**src/csb_pkg.sv**
```systemverilog
// ----------------------------------------------------------------------------
// csb_pkg: shared types and constants of the cross stencil blur
// Frame limits, command and register codes, word formats and the words
// passed between the front end, the line stores, the queue and the back end.
// ----------------------------------------------------------------------------
package csb_pkg;

	// Frame limits and derived widths.
	localparam int MAX_COLS = 1024;
	localparam int MAX_ROWS = 1024;
	localparam int COL_W    = $clog2(MAX_COLS);
	localparam int ROW_W    = $clog2(MAX_ROWS);
	localparam int CNT_W    = 11;
	localparam int PIX_W    = 8;
	localparam int SUM_W    = 11;

	// Input command codes.
	localparam logic CMD_PIXEL = 1'b0;
	localparam logic CMD_DRAIN = 1'b1;

	// Configuration register indexes.
	localparam int IDX_W = 1;
	localparam logic [IDX_W-1:0] REG_ROW_COUNT = 1'b0;
	localparam logic [IDX_W-1:0] REG_COL_COUNT = 1'b1;

	// Queue between front and back.
	localparam int QUEUE_DEPTH = 4;
	localparam int QUEUE_AW    = $clog2(QUEUE_DEPTH);
	localparam int QUEUE_CW    = $clog2(QUEUE_DEPTH + 1);

	// Division by five as multiply by 1639 and shift by 13 (exact below 2730).
	localparam logic [SUM_W-1:0] RECIP_5     = 11'd1639;
	localparam int               RECIP_SHIFT = 13;
	localparam int               PROD_W      = 2 * SUM_W;

	typedef struct packed {
		logic             cmd;
		logic [PIX_W-1:0] pixel_in;
	} in_word_t;

	typedef struct packed {
		logic [PIX_W-1:0] pixel_out;
		logic             row_end;
		logic             frame_end;
	} out_word_t;

	// Line store request issued when an item is accepted.
	typedef struct packed {
		logic             en;
		logic             pix;
		logic [COL_W-1:0] addr;
		logic [PIX_W-1:0] px;
	} mem_req_t;

	// Classified item held in stage one until the line store data arrives.
	typedef struct packed {
		logic             valid;
		logic             interior;
		logic             row_end;
		logic             frame_end;
		logic [PIX_W-1:0] px;
	} stage_t;

	// Queue entry: five-point sum plus two, or the pass-through pixel.
	typedef struct packed {
		logic [SUM_W-1:0] value;
		logic             interior;
		logic             row_end;
		logic             frame_end;
	} entry_t;

	// A count of zero means one; anything above the limit means the limit.
	function automatic logic [CNT_W-1:0] clamp_count(input logic [CNT_W-1:0] v,
			input logic [CNT_W-1:0] maxv);
		logic [CNT_W-1:0] r;
		if (v == '0) begin
			r = CNT_W'(1);
		end else if (v > maxv) begin
			r = maxv;
		end else begin
			r = v;
		end
		return r;
	endfunction

endpackage

```
**src/csb_fifo.sv**
```systemverilog
// ----------------------------------------------------------------------------
// csb_fifo: queue between front and back end
// A short first-in first-out queue of pending results so that the output
// side can stall without holding up the line store reads.
// ----------------------------------------------------------------------------
module csb_fifo (
	input  logic                         clk,
	input  logic                         arst_n,
	input  logic                         push,
	input  csb_pkg::entry_t              push_entry,
	input  logic                         pop,
	output logic                         not_empty,
	output csb_pkg::entry_t              head,
	output logic [csb_pkg::QUEUE_CW-1:0] count
);

	csb_pkg::entry_t             slots_q [csb_pkg::QUEUE_DEPTH];
	logic [csb_pkg::QUEUE_AW-1:0] wr_ptr_q, rd_ptr_q;
	logic [csb_pkg::QUEUE_CW-1:0] count_q;

	assign not_empty = (count_q != '0);
	assign head      = slots_q[rd_ptr_q];
	assign count     = count_q;

	always_ff @(posedge clk) begin
		if (push) begin
			slots_q[wr_ptr_q] <= push_entry;
		end
	end

	// Pointers and fill level.
	always_ff @(posedge clk or negedge arst_n) begin
		if (!arst_n) begin
			wr_ptr_q <= '0;
			rd_ptr_q <= '0;
			count_q  <= '0;
		end else begin
			if (push) begin
				wr_ptr_q <= wr_ptr_q + csb_pkg::QUEUE_AW'(1);
			end
			if (pop) begin
				rd_ptr_q <= rd_ptr_q + csb_pkg::QUEUE_AW'(1);
			end
			if (push && !pop) begin
				count_q <= count_q + csb_pkg::QUEUE_CW'(1);
			end else if (pop && !push) begin
				count_q <= count_q - csb_pkg::QUEUE_CW'(1);
			end
		end
	end

endmodule

```
**config.mk**
```make
export PLATFORM = sky130hd
export DESIGN_NAME = csb_fifo
export DESIGN_NICKNAME = d
export VERILOG_FILES = /design/src/csb_pkg.sv /design/src/csb_fifo.sv
export SDC_FILE = /design/constraint.sdc
export NUM_CORES = 1
export LEC_CHECK = 0
export BUFFER_PORTS_ARGS = -buffer_cell sky130_fd_sc_hd__buf_2
export CORE_MARGIN = 2
export CORE_UTILIZATION = 55
export DETAILED_ROUTE_END_ITERATION = 10
export PLACE_DENSITY = 0.88
export RECOVER_POWER = 50
export SYNTH_ARGS = -nofsm -noshare
export SYNTH_HDL_FRONTEND = slang
export SYNTH_SLANG_ARGS = --single-unit
```
**constraint.sdc**
```tcl
create_clock -name clk -period 1.5 [get_ports clk]
set_input_delay 0.3 -clock clk [delete_from_list [all_inputs] [get_ports clk]]
set_output_delay 0.3 -clock clk [all_outputs]
set_load 0.01 [all_outputs]
```
==> summary.txt <==
Hold path
  • Hold wc startpoint: push_entry[12]
  • Worst hold path type: primary input to flop

Routing
  • DR iter-0 viols: 64
  • Total routed wirelength: 4.09 mm
  • Met3 wire length: 144 µm
  • Wire per inst: 18.3 µm
  • DRC viols: 0
  • Post-DRT Antenna Nets: 0
  • Top sig layer: met4
  • WL met2: 2.13 mm
  • WL met1: 1.79 mm
  • Vias per cell: 5.24
  • DRT Pass-1 Iters: 4
  • Routed vias: 1169

GRT
  • Vias in the first global route: 1290
  • Total GRT Usage: 0.183
  • Congestion Overflow GR: 0
  • Maximum number of pins on one net before global-route repair: 15
  • Initial antenna violation count: 0
  • First-pass GRT wire length: 6.39 mm

Timing
  • Period minus WS final: 1870 ps
  • Final period util: 1.25
  • Hold_ws: 230 ps
  • Least-Margin Pin Slew: 395 ps
  • Worst Clk Skew: 5.47 ps
  • Final hold viol count: 0
  • RSZ-0062 raised after global routing: yes
  • Slew headroom: 0.737
  • Max Clock Freq: 0.534 GHz
  • Final Setup Violations: 15
  • Final WS setup: -372 ps
  • Max-slew violation count: 0
  • Post-route setup TNS: -4970 ps

Setup path
  • Critical Path Slowest Stage Cell: mux4_2
  • CP Class: flop to output pin
  • CP Max Fanout: 8
  • Reg2reg start: count[0]
  • Setup crit end kind: output pin
  • CP required: 1200 ps
  • Crit path buf inv count: 2
  • CP Data Arrival Time: 1570 ps
  • Startpoint Class: flop
  • Crit-path cells: buf_6 -> mux4_2 -> buf_2
  • Setup crit start: rd_ptr_q[0]
  • Crit path max-delay family: multiplexers
  • CP max stage delay: 510 ps

Synthesis
  • Ys flop type: edfxtp_1
  • Warnings from Yosys: 0
  • Post-synthesis cell area: 2440 µm²
  • Post-synth ARST share: 0.111
  • Number of synthesized flops with an enable pin: 56
  • Synthesized flop and latch total: 63
  • Mapped Cells: 106
  • Post-Syn Nets: 130
  • Syn Area/Cell: 23.0 µm²
  • Cell taking the most area after synthesis: edfxtp_1
  • Yosys cell types: 18
  • Register area share after synthesis: 0.761
  • Post-synth top area share: 0.689
  • Synth top area cells: edfxtp_1 (69%), mux4_2 (7.4%), dfrtp_1 (7.2%)

Floorplan
  • Die X: 70.6 µm
  • Core area: 4320 µm²
  • Chip height: 70.6 µm
  • IO Count: 36
  • DIE AREA: 4990 µm²
  • Site Rows: 24
  • Starting Density: 0.564

Clocking
  • Clock-pin slew of the registers on the worst-case setup and hold paths: 60 ps
  • CTS tree: done
  • TritonCTS buffer count: 9
  • Clock Tree Buf Depth: 2
  • CTS H-tree depth: 3
  • Skew-Pair Late Insertion Delay: 320 ps
  • Clock sinks: 63
  • CTS Root Cell: clkbuf_8

Pwr
  • Leak: 1.07 nW
  • Internal power: 3.93 mW
  • Sequential share of power: 0.447
  • Total power draw: 5.56 mW
  • PD cells: 1900 nW/µm²
  • Sw frac: 0.292
  • Clock Power Share: 0.206
  • Maximum vdd drop: 1.04 mV
  • Switching power total: 1.62 mW
  • Combinational share of power: 0.346

Job
  • Max-cap violation count: 0

Final layout
  • Filler Cells Inserted: 295
  • Area Overhead vs Synth: 20.2%
  • Non-Filler Instances: 223
  • Final Net Count: 190
  • Layout cells sized above 1: 0.380
  • Number of diodes: 0

Place
  • Final HPWL DP: 2.90 mm
  • Post-Place Cells: 204
  • Worst slack, placed: -37.7 ps
  • GPL Wtd Cong: 0.741
  • PortBufs: 35

Outcome
  • Status: finished, violations left
  • Failing checks: setup timing
[cells in the final DEF (no fill, tap or decap)]
cell / instances
clkinv_1: 2
and2_2: 1
xor2_1: 4
clkbuf_8: 9
clkinv_2: 4
buf_6: 6
and2_1: 3
nor2_1: 1
edfxtp_1: 56
buf_2: 16
mux2_2: 1
buf_12: 1
dfrtp_1: 7
nand2_1: 2
dlygate4sd3_1: 1
ha_1: 5
or3_1: 1
clkbuf_1: 17
mux4_2: 14
fa_2: 1
buf_4: 12
xnor2_1: 2
inv_1: 4
o21ai_0: 1
[per-stage QoR]
step	cell area, µm²	util
floorplan	2440	-
global placement	2760	0.639
detailed placement	2760	0.639
CTS	2930	0.677
global route	2930	0.678
finish	2930	0.678
[flip-flops by register name (all words and copies together), names as in the netlist]
name / flops
count: 3
rd_ptr_q: 2
slots_q: 56
wr_ptr_q: 2
[synthesized netlist by cell type, drive strengths merged, types with 2 or more instances]
master / instances
inv: 4
ha: 5
and2: 4
xnor2: 2
nand2: 2
dfrtp: 7
buf: 3
xor2: 4
mux4: 14
edfxtp: 56
[area by class of cell]
cell class / instances / area (µm²) / area share
flip-flops and latches: 63 / 1860 / 0.633
inverters: 4 / 15.0 / 0.00512
multi-input cells: 36 / 513 / 0.175
clock buffers: 10 / 128 / 0.0435
repair buffers: 52 / 328 / 0.112
well taps: 52 / 65.1 / 0.0222
clock inverters: 6 / 27.5 / 0.00939
[path summary, 6_finish.rpt]
| check | depth (start not counted) | slack, ps | end |
|---|---|---|---|
| max | 3 | -370 | head[6] |
| min | 1 | 230 | slots_q[2][12] |
| max reg2reg | 5 | 80 | count[2] |
| min reg2reg | 1 | 550 | rd_ptr_q[1] |
| max in group asynchronous | 2 | 820 | wr_ptr_q[0] |
| min in group asynchronous | 2 | 400 | rd_ptr_q[0] |
[per-layer routing]
layer | up-vias | global-route usage
met5 | - | 0
met4 | 0 | 0.0922
met3 | 2 | 0.0684
met2 | 27 | 0.299
met1 | 597 | 0.216
li1 | 543 | -
[power groups by stage]
stage,registers (mW),logic [mW],clock network (mW)
2_1_floorplan,2.50,1.10,0
3_3_place_gp,2.48,1.71,0
3_5_place_dp,2.52,1.77,0
4_1_cts,2.48,1.89,1.17
5_1_grt,2.51,2.08,1.26
6_report,2.49,1.93,1.15
[cells by family (layout without fill, tap and decap cells)]
group | Yosys count | in the layout | share of synthesized area
DFF | 63 | 63 | 0.761
muxes | 15 | 15 | 0.143
and+or+nand+nor | 8 | 8 | 0.0174
buffers and inverters | 7 | 72 | 0.0210
adders and majority gates | 6 | 6 | 0.0338
xor gates and xnor gates | 6 | 6 | 0.0215
AOI/OAI and AO/OA | 1 | 1 | 0.00205
[repair_timing]
item	4_1_cts	5_1_grt
endpoints found under the setup margin	29	16
gates resized for setup	10	4
hold buffers	1	0
hold endpoints to repair	7	0
setup buffers	1	1
pin swaps	0	2
No activity file was read; power rests on OpenSTA's default activity.
