<file path="src/csb_pkg.sv">
// ----------------------------------------------------------------------------
// csb_pkg: shared types and constants of the cross stencil blur
// Frame limits, command and register codes, word formats and the words
// passed between the front end, the line stores, the queue and the back end.
// ----------------------------------------------------------------------------
package csb_pkg;

	// Frame limits and derived widths.
	localparam int MAX_COLS = 1024;
	localparam int MAX_ROWS = 1024;
	localparam int COL_W    = $clog2(MAX_COLS);
	localparam int ROW_W    = $clog2(MAX_ROWS);
	localparam int CNT_W    = 11;
	localparam int PIX_W    = 8;
	localparam int SUM_W    = 11;

	// Input command codes.
	localparam logic CMD_PIXEL = 1'b0;
	localparam logic CMD_DRAIN = 1'b1;

	// Configuration register indexes.
	localparam int IDX_W = 1;
	localparam logic [IDX_W-1:0] REG_ROW_COUNT = 1'b0;
	localparam logic [IDX_W-1:0] REG_COL_COUNT = 1'b1;

	// Queue between front and back.
	localparam int QUEUE_DEPTH = 4;
	localparam int QUEUE_AW    = $clog2(QUEUE_DEPTH);
	localparam int QUEUE_CW    = $clog2(QUEUE_DEPTH + 1);

	// Division by five as multiply by 1639 and shift by 13 (exact below 2730).
	localparam logic [SUM_W-1:0] RECIP_5     = 11'd1639;
	localparam int               RECIP_SHIFT = 13;
	localparam int               PROD_W      = 2 * SUM_W;

	typedef struct packed {
		logic             cmd;
		logic [PIX_W-1:0] pixel_in;
	} in_word_t;

	typedef struct packed {
		logic [PIX_W-1:0] pixel_out;
		logic             row_end;
		logic             frame_end;
	} out_word_t;

	// Line store request issued when an item is accepted.
	typedef struct packed {
		logic             en;
		logic             pix;
		logic [COL_W-1:0] addr;
		logic [PIX_W-1:0] px;
	} mem_req_t;

	// Classified item held in stage one until the line store data arrives.
	typedef struct packed {
		logic             valid;
		logic             interior;
		logic             row_end;
		logic             frame_end;
		logic [PIX_W-1:0] px;
	} stage_t;

	// Queue entry: five-point sum plus two, or the pass-through pixel.
	typedef struct packed {
		logic [SUM_W-1:0] value;
		logic             interior;
		logic             row_end;
		logic             frame_end;
	} entry_t;

	// A count of zero means one; anything above the limit means the limit.
	function automatic logic [CNT_W-1:0] clamp_count(input logic [CNT_W-1:0] v,
			input logic [CNT_W-1:0] maxv);
		logic [CNT_W-1:0] r;
		if (v == '0) begin
			r = CNT_W'(1);
		end else if (v > maxv) begin
			r = maxv;
		end else begin
			r = v;
		end
		return r;
	endfunction

endpackage

</file>
<file path="src/csb_back.sv">
// ----------------------------------------------------------------------------
// csb_back: rounding divide and output register
// Takes queue entries, divides filtered sums by five through a reciprocal
// multiply and presents the result word in the output register.
// ----------------------------------------------------------------------------
module csb_back (
	input  logic                clk,
	input  logic                arst_n,
	input  logic                q_not_empty,
	input  csb_pkg::entry_t     q_head,
	output logic                q_pop,
	output logic                out_valid,
	input  logic                out_stall,
	output csb_pkg::out_word_t  out_word
);

	logic                       out_valid_q;
	csb_pkg::out_word_t         out_word_q;
	logic [csb_pkg::PROD_W-1:0] prod;
	logic [csb_pkg::PIX_W-1:0]  pixel;

	// Load a new word whenever the register is empty or being taken.
	assign q_pop = q_not_empty && (!out_valid_q || !out_stall);

	assign prod  = q_head.value * csb_pkg::RECIP_5;
	assign pixel = q_head.interior ? prod[csb_pkg::RECIP_SHIFT +: csb_pkg::PIX_W]
		: q_head.value[csb_pkg::PIX_W-1:0];

	always_ff @(posedge clk or negedge arst_n) begin
		if (!arst_n) begin
			out_valid_q <= 1'b0;
		end else if (q_pop) begin
			out_valid_q <= 1'b1;
		end else if (!out_stall) begin
			out_valid_q <= 1'b0;
		end
	end

	always_ff @(posedge clk) begin
		if (q_pop) begin
			out_word_q.pixel_out <= pixel;
			out_word_q.row_end   <= q_head.row_end;
			out_word_q.frame_end <= q_head.frame_end;
		end
	end

	assign out_valid = out_valid_q;
	assign out_word  = out_word_q;

endmodule

</file>
<file path="config.mk">
export PLATFORM = sky130hd
export DESIGN_NAME = csb_back
export DESIGN_NICKNAME = d
export VERILOG_FILES = /design/src/csb_pkg.sv /design/src/csb_back.sv
export SDC_FILE = /design/constraint.sdc
export NUM_CORES = 1
export LEC_CHECK = 0
export BUFFER_PORTS_ARGS = -buffer_cell sky130_fd_sc_hd__buf_2
export CAP_MARGIN = 15
export CELL_PAD_IN_SITES_DETAIL_PLACEMENT = 1
export CELL_PAD_IN_SITES_GLOBAL_PLACEMENT = 1
export CORE_MARGIN = 3
export CORE_UTILIZATION = 40
export DETAILED_ROUTE_END_ITERATION = 8
export GPL_TIMING_DRIVEN = 0
export MAX_ROUTING_LAYER = met4
export PLACE_DENSITY_LB_ADDON = 0.12
export SYNTH_ARGS = -nofsm -noshare
export SYNTH_HDL_FRONTEND = slang
export SYNTH_SLANG_ARGS = --single-unit
</file>
<file path="constraint.sdc">
create_clock -name clk -period 2.9 [get_ports clk]
set_input_delay 0 -clock clk [delete_from_list [all_inputs] [get_ports clk]]
set_output_delay 0 -clock clk [all_outputs]
set_load 0.01 [all_outputs]
</file>
==> results.py, run 1 <==
metrics = {
    "cells_and_area": {
        "fillers": 736,
        "layout.nets": 469,
        "synthToLayoutAreaGrowth_pct": 33.0,
        "fin_util_pct": 56.4,
        "drive_gt1_share_pct": 30.2,
        "final_cells": 428,
        "num_antenna_cells": 0,
    },
    "yosys": {
        "synthArstFlopShare_pct": 9.09,
        "synth_top_family_by_area": "adder cells",
        "syn-num-nets": 405,
        "yosysSeqAreaShare_pct": 11.7,
        "synth.top_cells.by_count": "inv_1, ha_1, fa_1, a21oi_1, nand2_1",
        "synth_ff_type": "edfxtp_1",
        "synth_edf_count": 10,
        "yosys.area.top_type_share_pct": 29.8,
        "syn_area_per_cell_um2": 9.61,
        "synthAdderAreaFrac_pct": 53.7,
        "synth-compound-area-share_pct": 13.1,
        "synth.most_common_cell": "inv_1",
        "synth_largest_area_cell": "ha_1",
        "synthTopCellsByArea": "ha_1, fa_1, inv_1",
        "synth_xor_area_share_pct": 2.53,
        "synth_cells": 288,
        "synth_seq_cells": 11,
        "syn-cell-area_um2": 2770,
        "yosys.area_share.simple_pct": 5.96,
        "muxShareOfSynthArea_pct": 1.22,
        "yosysUniqueCellTypes": 44,
        "yosys_warnings": 0,
    },
    "floorplan": {
        "die-area_um2": 7960,
        "dieWidth_um": 89.2,
        "die_h_um": 89.2,
        "num_rows": 29,
        "core_um2": 6530,
        "io_pins": 30,
        "start_util_pct": 42.4,
    },
    "placement": {
        "place_ws_ns": -1.53,
        "port_buffers": 28,
        "place_hpwl_um": 6220,
        "gp_congestion": 0.820,
        "placed_cells": 394,
    },
    "detailed_routing": {
        "drc": 0,
        "num_vias": 2227,
        "wl_met1_um": 3460,
        "drt_pre_antenna_iters": 4,
        "totalWireLength_um": 7780,
        "met3RoutedLength_um": 136,
        "wl_per_cell_um": 18.2,
        "met2_length_um": 4070,
        "drt_iter0_drc": 118,
        "highest_layer": "met4",
        "routed_via_density": 5.20,
        "ant_nets": 0,
    },
    "setup_path": {
        "end_kind": "flip-flop",
        "path_cells": "buf_12 -> ha_4 -> inv_4 -> fa_1 -> inv_1 -> fa_1 -> fa_1 -> inv_1 -> fa_2 -> inv_2 -> ha_4 -> nand3_4 -> o221a_4 -> buf_4 -> o21ba_4 -> o31ai_4 -> xor2_1 -> mux2_4",
        "critPathMaxStageDelay_ns": 0.55,
        "critPathMostFrequentCell": "fa_1",
        "worstPathRequired_ns": 2.90,
        "r2r_slack_ns": 1.29,
        "crit_type": "in -> reg",
        "critPathLaunchType": "primary input",
        "cp_slowest_cell": "fa_1",
        "cp.arrival_ns": 4.00,
        "worst-path-max-fanout": 6,
    },
    "run": {
        "max-cap-violations": 0,
    },
    "global_route": {
        "grt_max_degree": 10,
        "overflow": 0,
        "antenna_found_initial": 0,
        "grt_first_pass_wirelength_um": 11900,
        "grt_use_total_pct": 20.8,
        "grt_pass1_vias": 2401,
    },
    "power_and_ir_drop": {
        "ir_worst_vdd_v": 0.000584,
        "leakage_nw": 1.85,
        "finalPower_mw": 3.60,
        "powerDensity_nw_per_um2": 978,
    },
    "clocking": {
        "cts_root_buf": "clkbuf_8",
        "cts.htree.levels": 1,
        "numCtsBuffers": 3,
        "clock_path_buffers": 2,
        "cts.sinks": 11,
        "cts_tree": "built",
        "clkTransAtPathRegs_ns": 0.05,
        "clock_latency_ns": 0.25,
    },
    "outcome": {
        "violations": "negative setup slack",
        "status": "finished, violations left",
    },
    "timing": {
        "hold_violations": 0,
        "period_share_pct": 138,
        "rsz0062_at_grt": "true",
        "finalCriticalPeriod_ns": 4.00,
        "setup_viol": 8,
        "fmax_mhz": 250,
        "slew_violations": 0,
        "whs_ns": 0.0622,
        "worst_clock_skew_ns": 0.00173,
        "worst_slack_ns": -1.10,
        "worst_slew_pin_slew_ns": 0.731,
        "slew_headroom_pct": 50.8,
    },
    "min_path": {
        "hold_class": "in -> async",
    },
}
-- power by group --
| group | switching, mW | internal (mW) | total [mW] |
|---|---|---|---|
| clock network | 0.0639 | 0.0970 | 0.161 |
| logic | 1.70 | 1.49 | 3.19 |
| registers | 0.0104 | 0.246 | 0.256 |
| total | 1.77 | 1.83 | 3.60 |
-- placed cells by master (no fill, tap or decap), types with 5 or more instances in the layout --
cell and instances:
buf_2 22, nand2_1 12, nand3_1 5, a21oi_1 7, dlygate4sd3_1 5, inv_2 8, inv_1 74, buf_4 22
ha_4 14, ha_1 51, a21o_1 6, fa_1 32, buf_12 5, edfxtp_1 10, nor2_1 7
-- worst max-delay path: cells and delay by family --
family                   cells  cell delay (ns)
adder cells (fa/ha/maj)      6             2.62
AO/OA/AOI/OAI                3             0.48
buffers and inverters        6             0.46
multiplexers                 1             0.26
AND/OR/NAND/NOR              1             0.10
XOR/XNOR                     1             0.09
-- metrics by stage --
step	area (um2)	setup TNS [ns]
after floorplan	2890	-6.62
after global placement	3120	-10.35
after detailed placement	3130	-10.53
after CTS	3520	-7.57
after global routing	3680	-8.71
final	3680	-7.99
-- path summary, 6_finish.rpt --
| path | start | end | depth (start not counted) |
|---|---|---|---|
| setup reg to reg | out_valid | out_word[1] | 2 |
| hold reg to reg | out_valid | out_word[7] | 1 |
| setup / recovery | q_head[9] | out_word[3] | 18 |
| max in group asynchronous | arst_n | out_valid | 2 |
| min in group clk | q_head[9] | out_word[8] | 3 |
| hold / removal | arst_n | out_valid | 2 |
-- per-layer routing --
layer | global-route usage [%] | vias up
li1 | - | 1081
met1 | 27.8 | 1109
met2 | 35.2 | 29
met3 | 1.75 | 8
met4 | 3.11 | 0
met5 | - | -
-- timing repair --
item,CTS,global route
hold buffers,5,0
setup buffers,17,8
resized for setup,38,19
pin swaps,16,14
endpoints found under the setup margin,8,8
hold endpoints to repair,4,0
-- state kept, by name, summed over array words and instances, names as in the netlist --
| register | flops |
|---|---|
| out_valid | 1 |
| out_word | 10 |
-- cell type report --
class	count	area [um2]	area share (%)
plain buffers	2	8.76	0.238
clock buffers	4	45.0	1.22
inverters	84	318	8.63
multi-input cells	191	2410	65.4
flip-flops and latches	11	325	8.83
well taps	77	96.3	2.62
repair buffers	59	480	13.0
-- cells by family (layout without fill, tap and decap cells) --
family,count (synthesis),in the layout
AOI/OAI and AO/OA,47,47
adders and majority gates,99,99
xor gates and xnor gates,8,8
DFF,11,11
and+or+nand+nor,34,34
buffers and inverters,86,149
muxes,3,3
Power figures use the tool's default switching activity.
==> run 2, diff against run 1 <==
- ABC_AREA: default -> 1
- SETUP_SLACK_MARGIN: default -> 0.4
==> results.py, run 2 <==
metrics = {
    "yosys": {
        "synth-compound-area-share_pct": 5.45,
        "synth_seq_cells": 11,
        "yosys_warnings": 0,
        "yosys.area_share.simple_pct": 19.6,
        "synth_ff_type": "edfxtp_1",
        "synth_top_family_by_area": "adder cells",
        "synthTopCellsByArea": "ha_1, fa_1, inv_1",
        "synth.most_common_cell": "inv_1",
        "syn_area_per_cell_um2": 7.85,
        "synthArstFlopShare_pct": 9.09,
        "muxShareOfSynthArea_pct": 0,
        "synthAdderAreaFrac_pct": 49.4,
        "yosysSeqAreaShare_pct": 10.8,
        "synth_xor_area_share_pct": 1.16,
        "syn-cell-area_um2": 3010,
        "synth_cells": 383,
        "synth_largest_area_cell": "ha_1",
        "synth_edf_count": 10,
        "yosys.area.top_type_share_pct": 27.5,
        "syn-num-nets": 500,
        "synth.top_cells.by_count": "inv_1, nand2_1, ha_1, fa_1",
        "yosysUniqueCellTypes": 29,
    },
    "outcome": {
        "status": "finished, violations left",
        "violations": "negative setup slack",
    },
    "clocking": {
        "cts_tree": "built",
        "cts.htree.levels": 1,
        "cts_root_buf": "clkbuf_8",
        "clock_path_buffers": 2,
        "cts.sinks": 11,
        "clkTransAtPathRegs_ns": 0.05,
        "clock_latency_ns": 0.23,
        "numCtsBuffers": 3,
    },
    "timing": {
        "slew_headroom_pct": 38.1,
        "rsz0062_at_grt": "true",
        "finalCriticalPeriod_ns": 3.63,
        "period_share_pct": 125,
        "slew_violations": 0,
        "worst_clock_skew_ns": 0.00487,
        "setup_viol": 8,
        "fmax_mhz": 276,
        "whs_ns": 0.0835,
        "worst_slew_pin_slew_ns": 0.929,
        "worst_slack_ns": -0.729,
        "hold_violations": 0,
    },
    "run": {
        "max-cap-violations": 0,
    },
    "detailed_routing": {
        "drt_pre_antenna_iters": 4,
        "drc": 0,
        "wl_per_cell_um": 15.8,
        "totalWireLength_um": 8380,
        "routed_via_density": 4.93,
        "num_vias": 2610,
        "drt_iter0_drc": 64,
        "ant_nets": 0,
    },
    "global_route": {
        "grt_use_total_pct": 21.5,
        "antenna_found_initial": 0,
        "grt_first_pass_wirelength_um": 14000,
        "grt_max_degree": 12,
        "overflow": 0,
        "grt_pass1_vias": 2870,
    },
    "setup_path": {
        "cp.arrival_ns": 3.62,
        "critPathMaxStageDelay_ns": 0.54,
        "critPathLaunchType": "primary input",
        "path_cells": "buf_12 -> ha_4 -> inv_2 -> fa_1 -> inv_1 -> fa_1 -> fa_1 -> inv_1 -> fa_1 -> inv_2 -> ha_4 -> nand2_4 -> inv_4 -> nand2_4 -> nor2_4 -> nand4_1 -> nand3_1 -> nand2_1 -> nand3_1 -> nand2_1",
        "critPathMostFrequentCell": "fa_1",
        "path_buf_inv": 6,
        "rr_startpoint": "out_valid",
        "crit_type": "in -> reg",
        "crit_family": "adder cells",
        "reg2reg_depth": 1,
        "worstPathRequired_ns": 2.89,
        "r2r_end": "out_word[7]",
        "r2r_slack_ns": 1.41,
        "end_kind": "flip-flop",
        "cp_slowest_cell": "fa_1",
        "worst-path-max-fanout": 3,
    },
    "cells_and_area": {
        "multi_input_area_um2": 2560,
        "layout.nets": 551,
        "num_antenna_cells": 0,
        "layout_commonest_cell": "inv_1",
        "largest_reg_flops": 10,
        "final_cell_mix": "inv_1, nand2_1, ha_1, fa_1, buf_2",
        "seq_area_um2": 325,
        "synthToLayoutAreaGrowth_pct": 27.2,
        "fillers": 882,
        "postLayoutCellArea_um2": 3830,
        "drive_gt1_share_pct": 23.1,
    },
    "floorplan": {
        "dieWidth_um": 92.7,
        "die-area_um2": 8600,
        "die_h_um": 92.7,
        "io_pins": 30,
        "num_rows": 30,
        "start_util_pct": 42.6,
        "core_um2": 7060,
    },
    "power_and_ir_drop": {
        "powerDensity_nw_per_um2": 965,
        "leakage_nw": 2.12,
        "ir_worst_vdd_v": 0.000618,
    },
    "placement": {
        "placed_area_um2": 3380,
        "port_buffers": 28,
        "place_hpwl_um": 7010,
        "place_ws_ns": -1.08,
        "gp_congestion": 0.890,
    },
    "min_path": {
        "hold_class": "in -> async",
    },
}
-- run 2: how the worst max path moves through the flow --
stage / start / end / slack, ns / cells past startpoint
floorplan: q_head[6] / out_word[8] / -0.59 / 16
global placement: q_head[6] / out_word[9] / -1.08 / 18
detailed placement: q_head[6] / out_word[9] / -1.08 / 18
CTS: q_head[5] / out_word[8] / -0.73 / 17
global route: q_head[5] / out_word[9] / -0.90 / 20
finish: q_head[5] / out_word[9] / -0.73 / 20
-- run 2: power breakdown --
part	switching [mW]	internal, mW	leakage [nW]
logic	1.92	1.39	2.00
registers	0.00740	0.230	0.107
clock network	0.0538	0.0962	0.0228
total	1.98	1.71	2.12
-- run 2: area by class of cell --
cell class | count | area share, %
multi-input combinational | 264 | 66.8
clock buffer | 4 | 1.18
timing repair buffer | 46 | 9.55
buffer | 1 | 0.196
inverter | 107 | 10.6
sequential | 11 | 8.50
tap | 96 | 3.14
-- run 2: kinds of logic after synthesis --
| logic type | after synthesis |
|---|---|
| xor gates and xnor gates | 4 |
| buffers and inverters | 108 |
| adders and majority gates | 99 |
| AOI/OAI and AO/OA | 26 |
| and+or+nand+nor | 135 |
| DFF | 11 |
-- run 2: what timing repair did --
| item | in CTS | in global routing |
|---|---|---|
| hold buffers | 5 | 0 |
| pin swaps | 23 | 18 |
| gates resized for setup | 33 | 21 |
| buffers inserted | 10 | 3 |
| cloned | 0 | 0 |
| endpoints found under the hold margin | 4 | 0 |
| endpoints found under the setup margin | 8 | 8 |
-- run 2: layer usage --
metal | wire length, um | GRT usage [%] | vias up
li1 | - | - | 1284
met1 | 3950 | 28.3 | 1270
met2 | 4020 | 35.8 | 42
met3 | 236 | 2.36 | 14
met4 | 170 | 4.64 | 0
met5 | 0 | - | -
-- run 2: through the flow --
step,utilization (%),setup TNS [ns],power (mW),instances
floorplan,-,-4.15,2.25,383
CTS,52.6,-5.36,3.46,526
finish,54.2,-5.58,3.69,529
global route,54.2,-6.83,4.14,529
detailed placement,47.9,-8.07,2.90,507
global placement,47.9,-8.04,2.85,507
