[config.mk]
export PLATFORM = sky130hd
export DESIGN_NAME = csb_front
export DESIGN_NICKNAME = d
export VERILOG_FILES = /design/src/csb_pkg.sv /design/src/csb_front.sv
export SDC_FILE = /design/constraint.sdc
export NUM_CORES = 1
export LEC_CHECK = 0
export BUFFER_PORTS_ARGS = -buffer_cell sky130_fd_sc_hd__buf_2
export CORE_MARGIN = 2
export CORE_UTILIZATION = 55
export CTS_CLUSTER_DIAMETER = 150
export DETAILED_ROUTE_END_ITERATION = 10
export PLACE_DENSITY = 0.76
export SLEW_MARGIN = 5
export SYNTH_ARGS = -nofsm -noshare
export SYNTH_HDL_FRONTEND = slang
export SYNTH_SLANG_ARGS = --single-unit
[constraint.sdc]
create_clock -name clk -period 4.2 [get_ports clk]
set_clock_uncertainty 0.05 [all_clocks]
set_input_delay 0.42 -clock clk [delete_from_list [all_inputs] [get_ports clk]]
set_output_delay 0.42 -clock clk [all_outputs]
set_load 0.005 [all_outputs]
[src/csb_pkg.sv]
// ----------------------------------------------------------------------------
// csb_pkg: shared types and constants of the cross stencil blur
// Frame limits, command and register codes, word formats and the words
// passed between the front end, the line stores, the queue and the back end.
// ----------------------------------------------------------------------------
package csb_pkg;

	// Frame limits and derived widths.
	localparam int MAX_COLS = 1024;
	localparam int MAX_ROWS = 1024;
	localparam int COL_W    = $clog2(MAX_COLS);
	localparam int ROW_W    = $clog2(MAX_ROWS);
	localparam int CNT_W    = 11;
	localparam int PIX_W    = 8;
	localparam int SUM_W    = 11;

	// Input command codes.
	localparam logic CMD_PIXEL = 1'b0;
	localparam logic CMD_DRAIN = 1'b1;

	// Configuration register indexes.
	localparam int IDX_W = 1;
	localparam logic [IDX_W-1:0] REG_ROW_COUNT = 1'b0;
	localparam logic [IDX_W-1:0] REG_COL_COUNT = 1'b1;

	// Queue between front and back.
	localparam int QUEUE_DEPTH = 4;
	localparam int QUEUE_AW    = $clog2(QUEUE_DEPTH);
	localparam int QUEUE_CW    = $clog2(QUEUE_DEPTH + 1);

	// Division by five as multiply by 1639 and shift by 13 (exact below 2730).
	localparam logic [SUM_W-1:0] RECIP_5     = 11'd1639;
	localparam int               RECIP_SHIFT = 13;
	localparam int               PROD_W      = 2 * SUM_W;

	typedef struct packed {
		logic             cmd;
		logic [PIX_W-1:0] pixel_in;
	} in_word_t;

	typedef struct packed {
		logic [PIX_W-1:0] pixel_out;
		logic             row_end;
		logic             frame_end;
	} out_word_t;

	// Line store request issued when an item is accepted.
	typedef struct packed {
		logic             en;
		logic             pix;
		logic [COL_W-1:0] addr;
		logic [PIX_W-1:0] px;
	} mem_req_t;

	// Classified item held in stage one until the line store data arrives.
	typedef struct packed {
		logic             valid;
		logic             interior;
		logic             row_end;
		logic             frame_end;
		logic [PIX_W-1:0] px;
	} stage_t;

	// Queue entry: five-point sum plus two, or the pass-through pixel.
	typedef struct packed {
		logic [SUM_W-1:0] value;
		logic             interior;
		logic             row_end;
		logic             frame_end;
	} entry_t;

	// A count of zero means one; anything above the limit means the limit.
	function automatic logic [CNT_W-1:0] clamp_count(input logic [CNT_W-1:0] v,
			input logic [CNT_W-1:0] maxv);
		logic [CNT_W-1:0] r;
		if (v == '0) begin
			r = CNT_W'(1);
		end else if (v > maxv) begin
			r = maxv;
		end else begin
			r = v;
		end
		return r;
	endfunction

endpackage

[src/csb_front.sv]
// ----------------------------------------------------------------------------
// csb_front: input acceptance and classification
// Keeps the frame geometry and the input and output positions, decides for
// each word whether it yields a result and whether that result is filtered,
// and issues the line store access.
// ----------------------------------------------------------------------------
module csb_front (
	input  logic                        clk,
	input  logic                        arst_n,
	input  logic                        cfg_wr_en,
	input  logic [csb_pkg::IDX_W-1:0]   cfg_index,
	input  logic [csb_pkg::CNT_W-1:0]   cfg_data,
	input  logic                        in_valid,
	output logic                        in_stall,
	input  csb_pkg::in_word_t           in_word,
	input  logic [csb_pkg::QUEUE_CW-1:0] q_count,
	output csb_pkg::mem_req_t           mem_req,
	output csb_pkg::stage_t             st_s1
);

	logic [csb_pkg::ROW_W-1:0] in_row_q, out_row_q;
	logic [csb_pkg::COL_W-1:0] in_col_q, out_col_q;
	logic                      drain_pend_q;
	logic [csb_pkg::CNT_W-1:0] row_count_q, col_count_q;

	logic                      accept, is_drain, restart, emit;
	logic [csb_pkg::ROW_W-1:0] row_i, orow;
	logic [csb_pkg::COL_W-1:0] col_i, ocol;
	logic [csb_pkg::CNT_W-1:0] row_i_nx, col_i_nx, orow_nx, ocol_nx;
	logic                      last_col, last_row, in_last_col, in_last_row, interior;

	// Room is needed for the word in stage one and the one accepted now.
	assign in_stall = ({1'b0, q_count} + (csb_pkg::QUEUE_CW + 1)'(st_s1.valid))
		>= (csb_pkg::QUEUE_CW + 1)'(csb_pkg::QUEUE_DEPTH);
	assign accept = in_valid && !in_stall;

	// Positions as seen by this word; a pixel after a finished frame restarts.
	always_comb begin
		is_drain = (in_word.cmd == csb_pkg::CMD_DRAIN);
		restart  = !is_drain && drain_pend_q;
		row_i    = restart ? '0 : in_row_q;
		col_i    = restart ? '0 : in_col_q;
		orow     = restart ? '0 : out_row_q;
		ocol     = restart ? '0 : out_col_q;
		row_i_nx = {1'b0, row_i} + csb_pkg::CNT_W'(1);
		col_i_nx = {1'b0, col_i} + csb_pkg::CNT_W'(1);
		orow_nx  = {1'b0, orow} + csb_pkg::CNT_W'(1);
		ocol_nx  = {1'b0, ocol} + csb_pkg::CNT_W'(1);
		emit     = is_drain ? drain_pend_q : (row_i != '0);
		last_col = ocol_nx >= col_count_q;
		last_row = orow_nx >= row_count_q;
		in_last_col = col_i_nx >= col_count_q;
		in_last_row = row_i_nx >= row_count_q;
		interior = !is_drain && (orow != '0) && (orow_nx < row_count_q)
			&& (col_i != '0) && (col_i_nx < col_count_q);
	end

	// Line store access: drain ticks read the held row at the output column.
	always_comb begin
		mem_req.en   = accept;
		mem_req.pix  = accept && !is_drain;
		mem_req.addr = is_drain ? ocol : col_i;
		mem_req.px   = in_word.pixel_in;
	end

	// Geometry and positions.
	always_ff @(posedge clk or negedge arst_n) begin
		if (!arst_n) begin
			row_count_q  <= csb_pkg::CNT_W'(csb_pkg::MAX_ROWS);
			col_count_q  <= csb_pkg::CNT_W'(csb_pkg::MAX_COLS);
			in_row_q     <= '0;
			in_col_q     <= '0;
			out_row_q    <= '0;
			out_col_q    <= '0;
			drain_pend_q <= 1'b0;
		end else if (cfg_wr_en) begin
			unique case (cfg_index)
				csb_pkg::REG_ROW_COUNT: row_count_q <= csb_pkg::clamp_count(cfg_data,
					csb_pkg::CNT_W'(csb_pkg::MAX_ROWS));
				csb_pkg::REG_COL_COUNT: col_count_q <= csb_pkg::clamp_count(cfg_data,
					csb_pkg::CNT_W'(csb_pkg::MAX_COLS));
				default: ;
			endcase
			in_row_q     <= '0;
			in_col_q     <= '0;
			out_row_q    <= '0;
			out_col_q    <= '0;
			drain_pend_q <= 1'b0;
		end else if (accept) begin
			// Output position moves with every emitted result.
			if (emit) begin
				if (last_col) begin
					out_col_q <= '0;
					out_row_q <= last_row ? '0 : orow_nx[csb_pkg::ROW_W-1:0];
				end else begin
					out_col_q <= ocol_nx[csb_pkg::COL_W-1:0];
					out_row_q <= orow;
				end
			end else begin
				out_col_q <= ocol;
				out_row_q <= orow;
			end
			if (is_drain) begin
				if (emit && last_col && last_row) begin
					drain_pend_q <= 1'b0;
				end
			end else begin
				// Input position; the last pixel of a frame waits for drain ticks.
				if (in_last_col) begin
					in_col_q <= '0;
					in_row_q <= in_last_row ? '0 : row_i_nx[csb_pkg::ROW_W-1:0];
					drain_pend_q <= in_last_row;
				end else begin
					in_col_q <= col_i_nx[csb_pkg::COL_W-1:0];
					in_row_q <= row_i;
					drain_pend_q <= 1'b0;
				end
			end
		end
	end

	// Stage one holds the classification until the line store data arrives.
	always_ff @(posedge clk or negedge arst_n) begin
		if (!arst_n) begin
			st_s1 <= '0;
		end else begin
			st_s1.valid <= accept && emit;
			if (accept) begin
				st_s1.interior  <= interior;
				st_s1.row_end   <= last_col;
				st_s1.frame_end <= last_col && last_row;
				st_s1.px        <= in_word.pixel_in;
			end
		end
	end

endmodule

==> impl_metrics.toml, run 1 <==
[timing]
worst_slack_ns = 0.2593
rsz0062_at_grt = "no"
timing.final.crit_share_pct = 93.83
fmax_mhz = 253.8
tightest_slew_ns = 0.9641
drv_slew = 0
hold_violations = 0
fin_setup_tns_ns = 0
setup_violations = 0
period_minus_slack_ns = 3.941
max_slew_margin_pct = 35.73

[worst_setup_path]
critPathTopFamily = "simple AND/OR/NAND/NOR gates"
r2r-start = "drain_pend_q"
worstReg2RegEnd = "out_row_q[4]"
cp.depth = 16
setup.worst_path.end_class = "register"
worst-path-buf-inv = 3
slowest_stage = "dfrtp_1"
path_class = "register to register"
critPathMaxFanout = 11
rr_worst_depth = 16
crit_path_start = "drain_pend_q"
reg2reg_slack_ns = 0.26
crit_top_cell = "buf_4"
slowest_delay_ns = 0.39
crit_chain = "buf_4 -> nor2b_2 -> buf_4 -> nor3_2 -> and3_1 -> nand3_1 -> xor2_1 -> nor2_1 -> ha_1 -> a2111oi_0 -> o31a_1 -> a21oi_1 -> buf_4 -> and2_1 -> and2_1 -> a22o_1"
cp.required_ns = 4.40
worstPathArrival_ns = 4.14
endpoint = "out_row_q[4]"
start_kind = "register"

[synthesis]
synth_warnings = 0
synthesis.area_um2 = 5388
synth_mux_area_share_pct = 0.6270
synth_fp_nets = 717
syn_inst = 639
netlist.area_leader.share_pct = 33.91
yosys_most_used_dff = "dfrtp_1"
synth_xor_area_share_pct = 4.227
synth_cell_type_count = 59
synth_edf_count = 0
ys_seq_area_share_pct = 34.88
synth_compound_area_share_pct = 17.79
async_flop_share_pct = 100.0
synth_top_area_cell = "dfrtp_1"
ys_seq_elements = 75
avgSynthCellArea_um2 = 8.431
synth_area_leaders = "dfrtp_1 (34%), ha_1 (12%), nand2_1 (7.2%), o21ai_0 (4.4%), a22o_1 (3.9%)"
synth_top_family_by_area = "simple AND/OR/NAND/NOR gates"
synthSimpleGateAreaFrac_pct = 25.01
synth-adder-area-share_pct = 11.61

[floorplan]
dieArea_um2 = 10600
start_util_pct = 55.89
ioPinCount = 61
die_w_um = 103.0
coreArea_um2 = 9639
num_rows = 36
die_h_um = 103.0

[layout]
nNetsFinal = 766
drive_above_1_share_pct = 16.59
stdcell_area_um2 = 5995
fillers = 843
area_delta_synth_final_pct = 11.26
diodes = 0
regArea_um2 = 1879
multi_input_area_um2 = 3204

[global_route]
antenna_found_initial = 0
grt_pass1_vias = 4726
grt_max_degree = 76
groute.usage.overall_pct = 28.43
overflow = 0
grt_pass1_wl_um = 22960

[detailed_routing]
firstDrtPassIters = 6
vias = 4953
wl_per_cell_um = 17.70
drc = 0
drt.antenna.violating_nets = 0
viasPerCell = 5.996
drtIter0Drc = 317
drt-total-wl_um = 14620

[power]
power.leakage_nw = 2.852
powerDensity_nw_per_um2 = 281.1
peakVddDrop_uv = 173.9

[flow_run]
maxCapViolCount = 0

[placed_design]
io_buffers = 60
placed_area_um2 = 5789
pre_cts_ws_ns = -0.1700
gp_congestion = 0.9469
dp_hpwl_um = 11030

[clock_network]
root_buffer = "clkbuf_8"
clkSinkCount = 75
hold_buffers = 0
cts_buffers = 9
insertion_delay_ns = 0.37
cts_tree = "built"
clockBufferDepth = 2
cts.htree.levels = 3
path_clk_slew_ns = 0.08

[run_status]
outcome = "finished clean"

[min_path]
worstHoldPathType = "input pin to asynchronous set/reset pin"
-- worst min-delay path by stage --
| stage | startpoint | to | slack, ns |
|---|---|---|---|
| final | arst_n | out_row_q[9] | 0.14 |
| after CTS | arst_n | st_s1[3] | 0.20 |
| after global routing | in_word[3] | st_s1[3] | 0.21 |
| after floorplan | arst_n | col_count_q[0] | 0.07 |
| after global placement | st_s1[3] | st_s1[3] | 0.40 |
| after detailed placement | st_s1[9] | st_s1[9] | 0.41 |
-- cell families (layout without fill, tap and decap cells) --
kind of cell / Yosys count / after routing
fa+ha+maj: 50 / 50
xor+xnor: 26 / 26
compound gates: 144 / 144
flops: 75 / 75
simple gates: 269 / 269
mux: 3 / 3
buf+inv: 72 / 126
-- cell type report --
class	count	share of cell area [%]
clock buffers	11	2.359
clock inverters	5	0.8766
inverters	34	2.129
multi-input cells	492	53.45
flip-flops and latches	75	31.35
well taps	133	2.776
repair buffers	76	7.055
-- power by group --
group | total, mW | internal, mW | switching [mW]
Sequential | 0.788 | 0.763 | 0.0249
Combinational | 0.320 | 0.125 | 0.196
Clock | 0.576 | 0.288 | 0.288
-- synthesized netlist by cell type (all sizes together) (3+ instances only) --
master,instances
a2111oi,4
a211oi,4
a21o,4
a21oi,27
a22o,24
a22oi,4
a31oi,7
and2,6
and3,7
and4,3
buf,19
clkbuf,19
dfrtp,73
ha,50
inv,34
mux2,3
nand2,103
nand2b,20
nand3,35
nand3b,4
nand4,10
nor2,40
nor2b,7
nor3,11
nor4,11
o21ai,52
o31ai,5
or2,4
or3,3
xnor2,14
xor2,12
-- metal layers --
metal / GRT usage (%) / vias to the layer above / part of all wire, %
met1: 38.26 / 2330 / 44
met5: 0 / - / 0
met3: 4.814 / 40 / 7.3
met4: 13.66 / 0 / 2.9
li1: - / 2345 / -
met2: 44.66 / 238 / 46
-- stage by stage --
step	cells	util (%)	hold slack (ns)	total power [mW]
after floorplan	639	-	0.07441	0.9997
after global placement	810	60.06	0.4016	1.100
after detailed placement	810	60.06	0.4084	1.118
after CTS	826	62.07	0.1954	1.689
after global routing	826	62.19	0.2095	1.764
final	826	62.19	0.1381	1.685
-- sequential cells by signal, summed over array words and instances, names as in the netlist --
signal and cells:
out_col_q 10, out_row_q 10, in_row_q 10, in_col_q 10, col_count_q 11, st_s1 12, drain_pend_q 1, row_count_q 11
-- worst reg2reg max path, delay by kind of cell, from the launching register on --
family	cells	cell delay (ns)
xor+xnor	1	0.18
buf+inv	3	0.53
compound gates	4	0.85
flops	1	0.39
fa+ha+maj	1	0.28
simple gates	7	1.54
-- what timing repair did --
action / in CTS / in global routing
endpoints found under the setup margin: 0 / 17
resized for setup: 0 / 2
setup buffers: 0 / 0
-- layout by cell type, fill, tap and decap left out, drive strengths merged, types with 12 or more instances in the layout --
| master | Yosys | layout |
|---|---|---|
| nand2 | 103 | 103 |
| buf | 19 | 76 |
| dfrtp | 73 | 73 |
| o21ai | 52 | 52 |
| ha | 50 | 50 |
| nor2 | 40 | 40 |
| nand3 | 35 | 35 |
| inv | 34 | 34 |
| a21oi | 27 | 27 |
| a22o | 24 | 24 |
| nand2b | 20 | 20 |
| xnor2 | 14 | 14 |
| xor2 | 12 | 12 |
No activity file was read; power rests on OpenSTA's default activity.
==> inputs of run 2 (changes only) <==
Settings changed: CTS_BUF_LIST set to sky130_fd_sc_hd__clkbuf_16.
==> impl_metrics.toml, run 2 (same netlist as run 1, synthesis figures left out) <==
[clock_network]
post_cts_buffers = 0
cts_resized = 0
root_buffer = "clkbuf_16"
cts_tree = "built"
clkSinkCount = 75
clockBufferDepth = 2
cts_buffers = 9
path_clk_slew_ns = 0.06
hold_buffers = 0
cts.htree.levels = 3
insertion_delay_ns = 0.35

[timing]
max_slew_margin_pct = 35.78
timing.final.crit_share_pct = 93.87
setup_violations = 0
tightest_slew_ns = 0.9633
drv_slew = 0
rsz0062_at_grt = "no"
period_minus_slack_ns = 3.943
fmax_mhz = 253.6
whs_ns = 0.1682
hold_violations = 0
fin_setup_tns_ns = 0

[worst_setup_path]
crit_chain = "buf_4 -> nor2b_2 -> buf_4 -> nor3_2 -> and3_1 -> nand3_1 -> xor2_1 -> nor2_1 -> ha_1 -> a2111oi_0 -> o31a_1 -> a21oi_1 -> buf_4 -> and2_1 -> and2_1 -> a22o_1"
reg2reg_slack_ns = 0.26
slowest_stage = "dfrtp_1"
path_class = "register to register"
r2r-start = "drain_pend_q"
start_kind = "register"
cp.required_ns = 4.38
worstPathArrival_ns = 4.12
cp.depth = 16
crit_top_cell = "buf_4"
worst-path-buf-inv = 3
setup.worst_path.end_class = "register"
critPathMaxFanout = 11
rr_worst_depth = 16
slowest_delay_ns = 0.39
worstReg2RegEnd = "out_row_q[4]"
critPathTopFamily = "simple AND/OR/NAND/NOR gates"

[detailed_routing]
drt-total-wl_um = 14640
vias = 4948
drtIter0Drc = 299
drc = 0
wl_per_cell_um = 17.72
firstDrtPassIters = 6
viasPerCell = 5.990
drt.antenna.violating_nets = 0

[layout]
drive_above_1_share_pct = 16.45
top_regs = "st_s1: 12 flops, col_count_q: 11 flops, row_count_q: 11 flops"
nNetsFinal = 766
largest_register_ffs = 12
final_common_cell = "nand2_1"
fillers = 825
area_delta_synth_final_pct = 12.96
final_cell_mix = "nand2_1 (103), dfrtp_1 (73), buf_2 (59)"
diodes = 0
stdcell_area_um2 = 6086
top_register = "st_s1"

[power]
peakVddDrop_uv = 180.6
powerDensity_nw_per_um2 = 308.7
power.leakage_nw = 2.896

[floorplan]
die_w_um = 103.0
ioPinCount = 61
start_util_pct = 55.89
coreArea_um2 = 9639
die_h_um = 103.0
num_rows = 36
dieArea_um2 = 10600

[min_path]
worstHoldPathType = "input pin to asynchronous set/reset pin"

[global_route]
grt_pass1_wl_um = 23010
overflow = 0
grt_max_degree = 76
antenna_found_initial = 0
groute.usage.overall_pct = 28.43
grt_pass1_vias = 4741

[flow_run]
maxCapViolCount = 0

[placed_design]
io_buffers = 60
placed_area_um2 = 5789
dp_hpwl_um = 11030
gp_congestion = 0.9469

[run_status]
outcome = "finished clean"
-- run 2: cell types whose count changed in the layout (fill, tap and decap cells not counted), sizes merged --
cell / previous run / this run
clkinv: 3 / 4
clkbuf: 11 / 9
inv: 34 / 35
-- run 2: area by class of cell --
| class | count | area (um^2) | share of cell area [%] |
|---|---|---|---|
| clock inverter | 7 | 60.06 | 0.9868 |
| inverter | 34 | 127.6 | 2.097 |
| multi-input combinational | 492 | 3204 | 52.65 |
| clock buffer | 9 | 225.2 | 3.701 |
| sequential | 75 | 1879 | 30.88 |
| tap | 133 | 166.4 | 2.734 |
| timing repair buffer | 76 | 422.9 | 6.949 |
-- run 2: worst max path at each step --
stage            startpoint            to
6_report       drain_pend_q  out_row_q[4]
3_3_place_gp     in_word[8]   in_row_q[7]
2_1_floorplan    in_word[8]   in_row_q[7]
5_1_grt        drain_pend_q  out_row_q[9]
4_1_cts        drain_pend_q   in_row_q[7]
3_5_place_dp     in_word[8]   in_row_q[7]
-- run 2: where the power goes --
part	total [mW]	switching [mW]	internal [mW]	leakage [nW]
registers	0.789	0.0246	0.765	1.01
logic	0.320	0.196	0.125	1.74
clock network	0.769	0.317	0.453	0.144
total	1.88	0.537	1.34	2.90
-- run 2: per-stage QoR --
stage / setup slack (ns) / cells / utilization (%) / power, mW
2_1_floorplan: 0.4248 / 639 / - / 0.9997
3_3_place_gp: -0.08894 / 810 / 60.06 / 1.100
3_5_place_dp: -0.1700 / 810 / 60.06 / 1.118
4_1_cts: 0.01949 / 826 / 63.02 / 1.877
5_1_grt: 0.07588 / 826 / 63.14 / 1.953
6_report: 0.2573 / 826 / 63.14 / 1.879
-- run 2: per-layer routing --
layer  vias up  GRT usage (%)  routed length [um]  part of all wire, %
li1       2362              -                   -                    -
met1      2327          38.69                6449                   44
met2       225          45.35                6860                   47
met3        34          3.864                 998                  6.8
met4         0          12.65                 331                  2.3
met5         -              0                   0                    0
==> inputs of run 3 (changes only) <==
Settings changed: RECOVER_POWER set to 25.
==> impl_metrics.toml, run 3 (same netlist as run 1, synthesis figures left out) <==
[detailed_routing]
drt-total-wl_um = 14600
drc = 0
viasPerCell = 5.987
vias = 4945
drt.antenna.violating_nets = 0
firstDrtPassIters = 5
drtIter0Drc = 299
wl_per_cell_um = 17.68

[power]
clock_power_share_pct = 41.0
total_power_mw = 1.879
comb_power_share_pct = 17.0
p_int_mw = 1.342
peakVddDrop_uv = 180.6
p_sw_uw = 536.7
switching_share_pct = 28.57
power.leakage_nw = 2.896
powerDensity_nw_per_um2 = 308.8
seqPwrFrac_pct = 42.0

[worst_setup_path]
path_class = "register to register"
cp.required_ns = 4.38
setup.worst_path.end_class = "register"
worstPathArrival_ns = 4.12
start_kind = "register"
critPathMaxFanout = 11

[placed_design]
io_buffers = 60
place_inst = 810
pre_cts_ws_ns = -0.1700
gp_congestion = 0.9469
placed_area_um2 = 5789
dp_hpwl_um = 11030

[layout]
top_register = "st_s1"
diodes = 0
drive_above_1_share_pct = 16.45
fin_util_pct = 63.11
final_cell_mix = "nand2_1 (103), dfrtp_1 (73), buf_2 (59)"
nNetsFinal = 766
fillers = 824
area_delta_synth_final_pct = 12.91
largest_register_ffs = 12
top_regs = "st_s1: 12 flops, col_count_q: 11 flops, row_count_q: 11 flops"
stdcell_area_um2 = 6083
final_common_cell = "nand2_1"
final_cells = 826

[global_route]
grt_pass1_vias = 4741
antenna_found_initial = 0
overflow = 0
grt_pass1_wl_um = 23010
grt_max_degree = 76
groute.usage.overall_pct = 28.43

[timing]
setup_violations = 0
fin_setup_tns_ns = 0
rsz0062_at_grt = "no"
fmax_mhz = 253.6
max_slew_margin_pct = -26.60
worst_slack_ns = 0.2573
hold_violations = 0
tightest_slew_ns = 1.899
drv_slew = 76
period_minus_slack_ns = 3.943
whs_ns = 0.2258
timing.final.crit_share_pct = 93.87

[clock_network]
path_clk_slew_ns = 0.06
insertion_delay_ns = 0.35
cts.htree.levels = 3
root_buffer = "clkbuf_16"
cts_buffers = 9
cts_tree = "built"
clockBufferDepth = 2
clkSinkCount = 75
hold_buffers = 0
post_cts_buffers = 0

[floorplan]
start_util_pct = 55.89
die_h_um = 103.0
dieArea_um2 = 10600
num_rows = 36
coreArea_um2 = 9639
die_w_um = 103.0
ioPinCount = 61

[run_status]
outcome = "finished with violations"
violations = "capacitance limit, slew limit"

[flow_run]
maxCapViolCount = 1

[min_path]
worstHoldPathType = "input pin to register"
run 3: changes by cell type in the layout (fill, tap and decap cells not counted):
| cell | previous run | this run |
|---|---|---|
| buf_4 | 17 | 16 |
| clkbuf_2 | 0 | 1 |
run 3: repair_timing:
item                       4_1_cts  5_1_grt
hold endpoints to repair         0        0
setup endpoints to repair        0       17
resized for setup                0        2
run 3: worst paths after layout:
kind,start,endpoint,slack (ns),cells past startpoint
setup / recovery,drain_pend_q,out_row_q[4],0.26,16
hold / removal,in_word[3],st_s1[3],0.23,3
setup reg to reg,drain_pend_q,out_row_q[4],0.26,16
hold reg to reg,st_s1[3],st_s1[3],0.42,2
max in group asynchronous,arst_n,col_count_q[4],2.42,1
min in group asynchronous,arst_n,out_row_q[7],0.54,1
run 3: worst max-delay path, cell delays in order, from the launching register on:
cell and delay (ns):
dfrtp_1 0.39, buf_4 0.17, nor2b_2 0.24, buf_4 0.19
nor3_2 0.36, and3_1 0.26, nand3_1 0.15, xor2_1 0.18
nor2_1 0.14, ha_1 0.27, a2111oi_0 0.37, o31a_1 0.21
a21oi_1 0.07, buf_4 0.17, and2_1 0.21, and2_1 0.21
a22o_1 0.19
run 3: area by class of cell:
cell class,count,area (um^2),share of cell area (%)
clock buffers,9,225.2,3.702
clock inverters,7,60.06,0.9872
inverters,34,127.6,2.098
multi-input cells,492,3204,52.67
flip-flops and latches,75,1879,30.89
well taps,133,166.4,2.736
repair buffers,76,420.4,6.911
run 3: power groups by stage:
| stage | sequential, mW | combinational (mW) | clock (mW) |
|---|---|---|---|
| CTS | 0.790 | 0.319 | 0.769 |
| detailed placement | 0.803 | 0.315 | 0 |
| global route | 0.795 | 0.362 | 0.797 |
| finish | 0.789 | 0.320 | 0.769 |
| floorplan | 0.798 | 0.202 | 0 |
| global placement | 0.801 | 0.300 | 0 |
run 3: per-layer routing:
layer  routed length, um  global-route usage (%)
met1                6447                   38.69
met2                6849                   45.35
met3                 969                   3.864
met4                 336                   12.65
met5                   0                       0
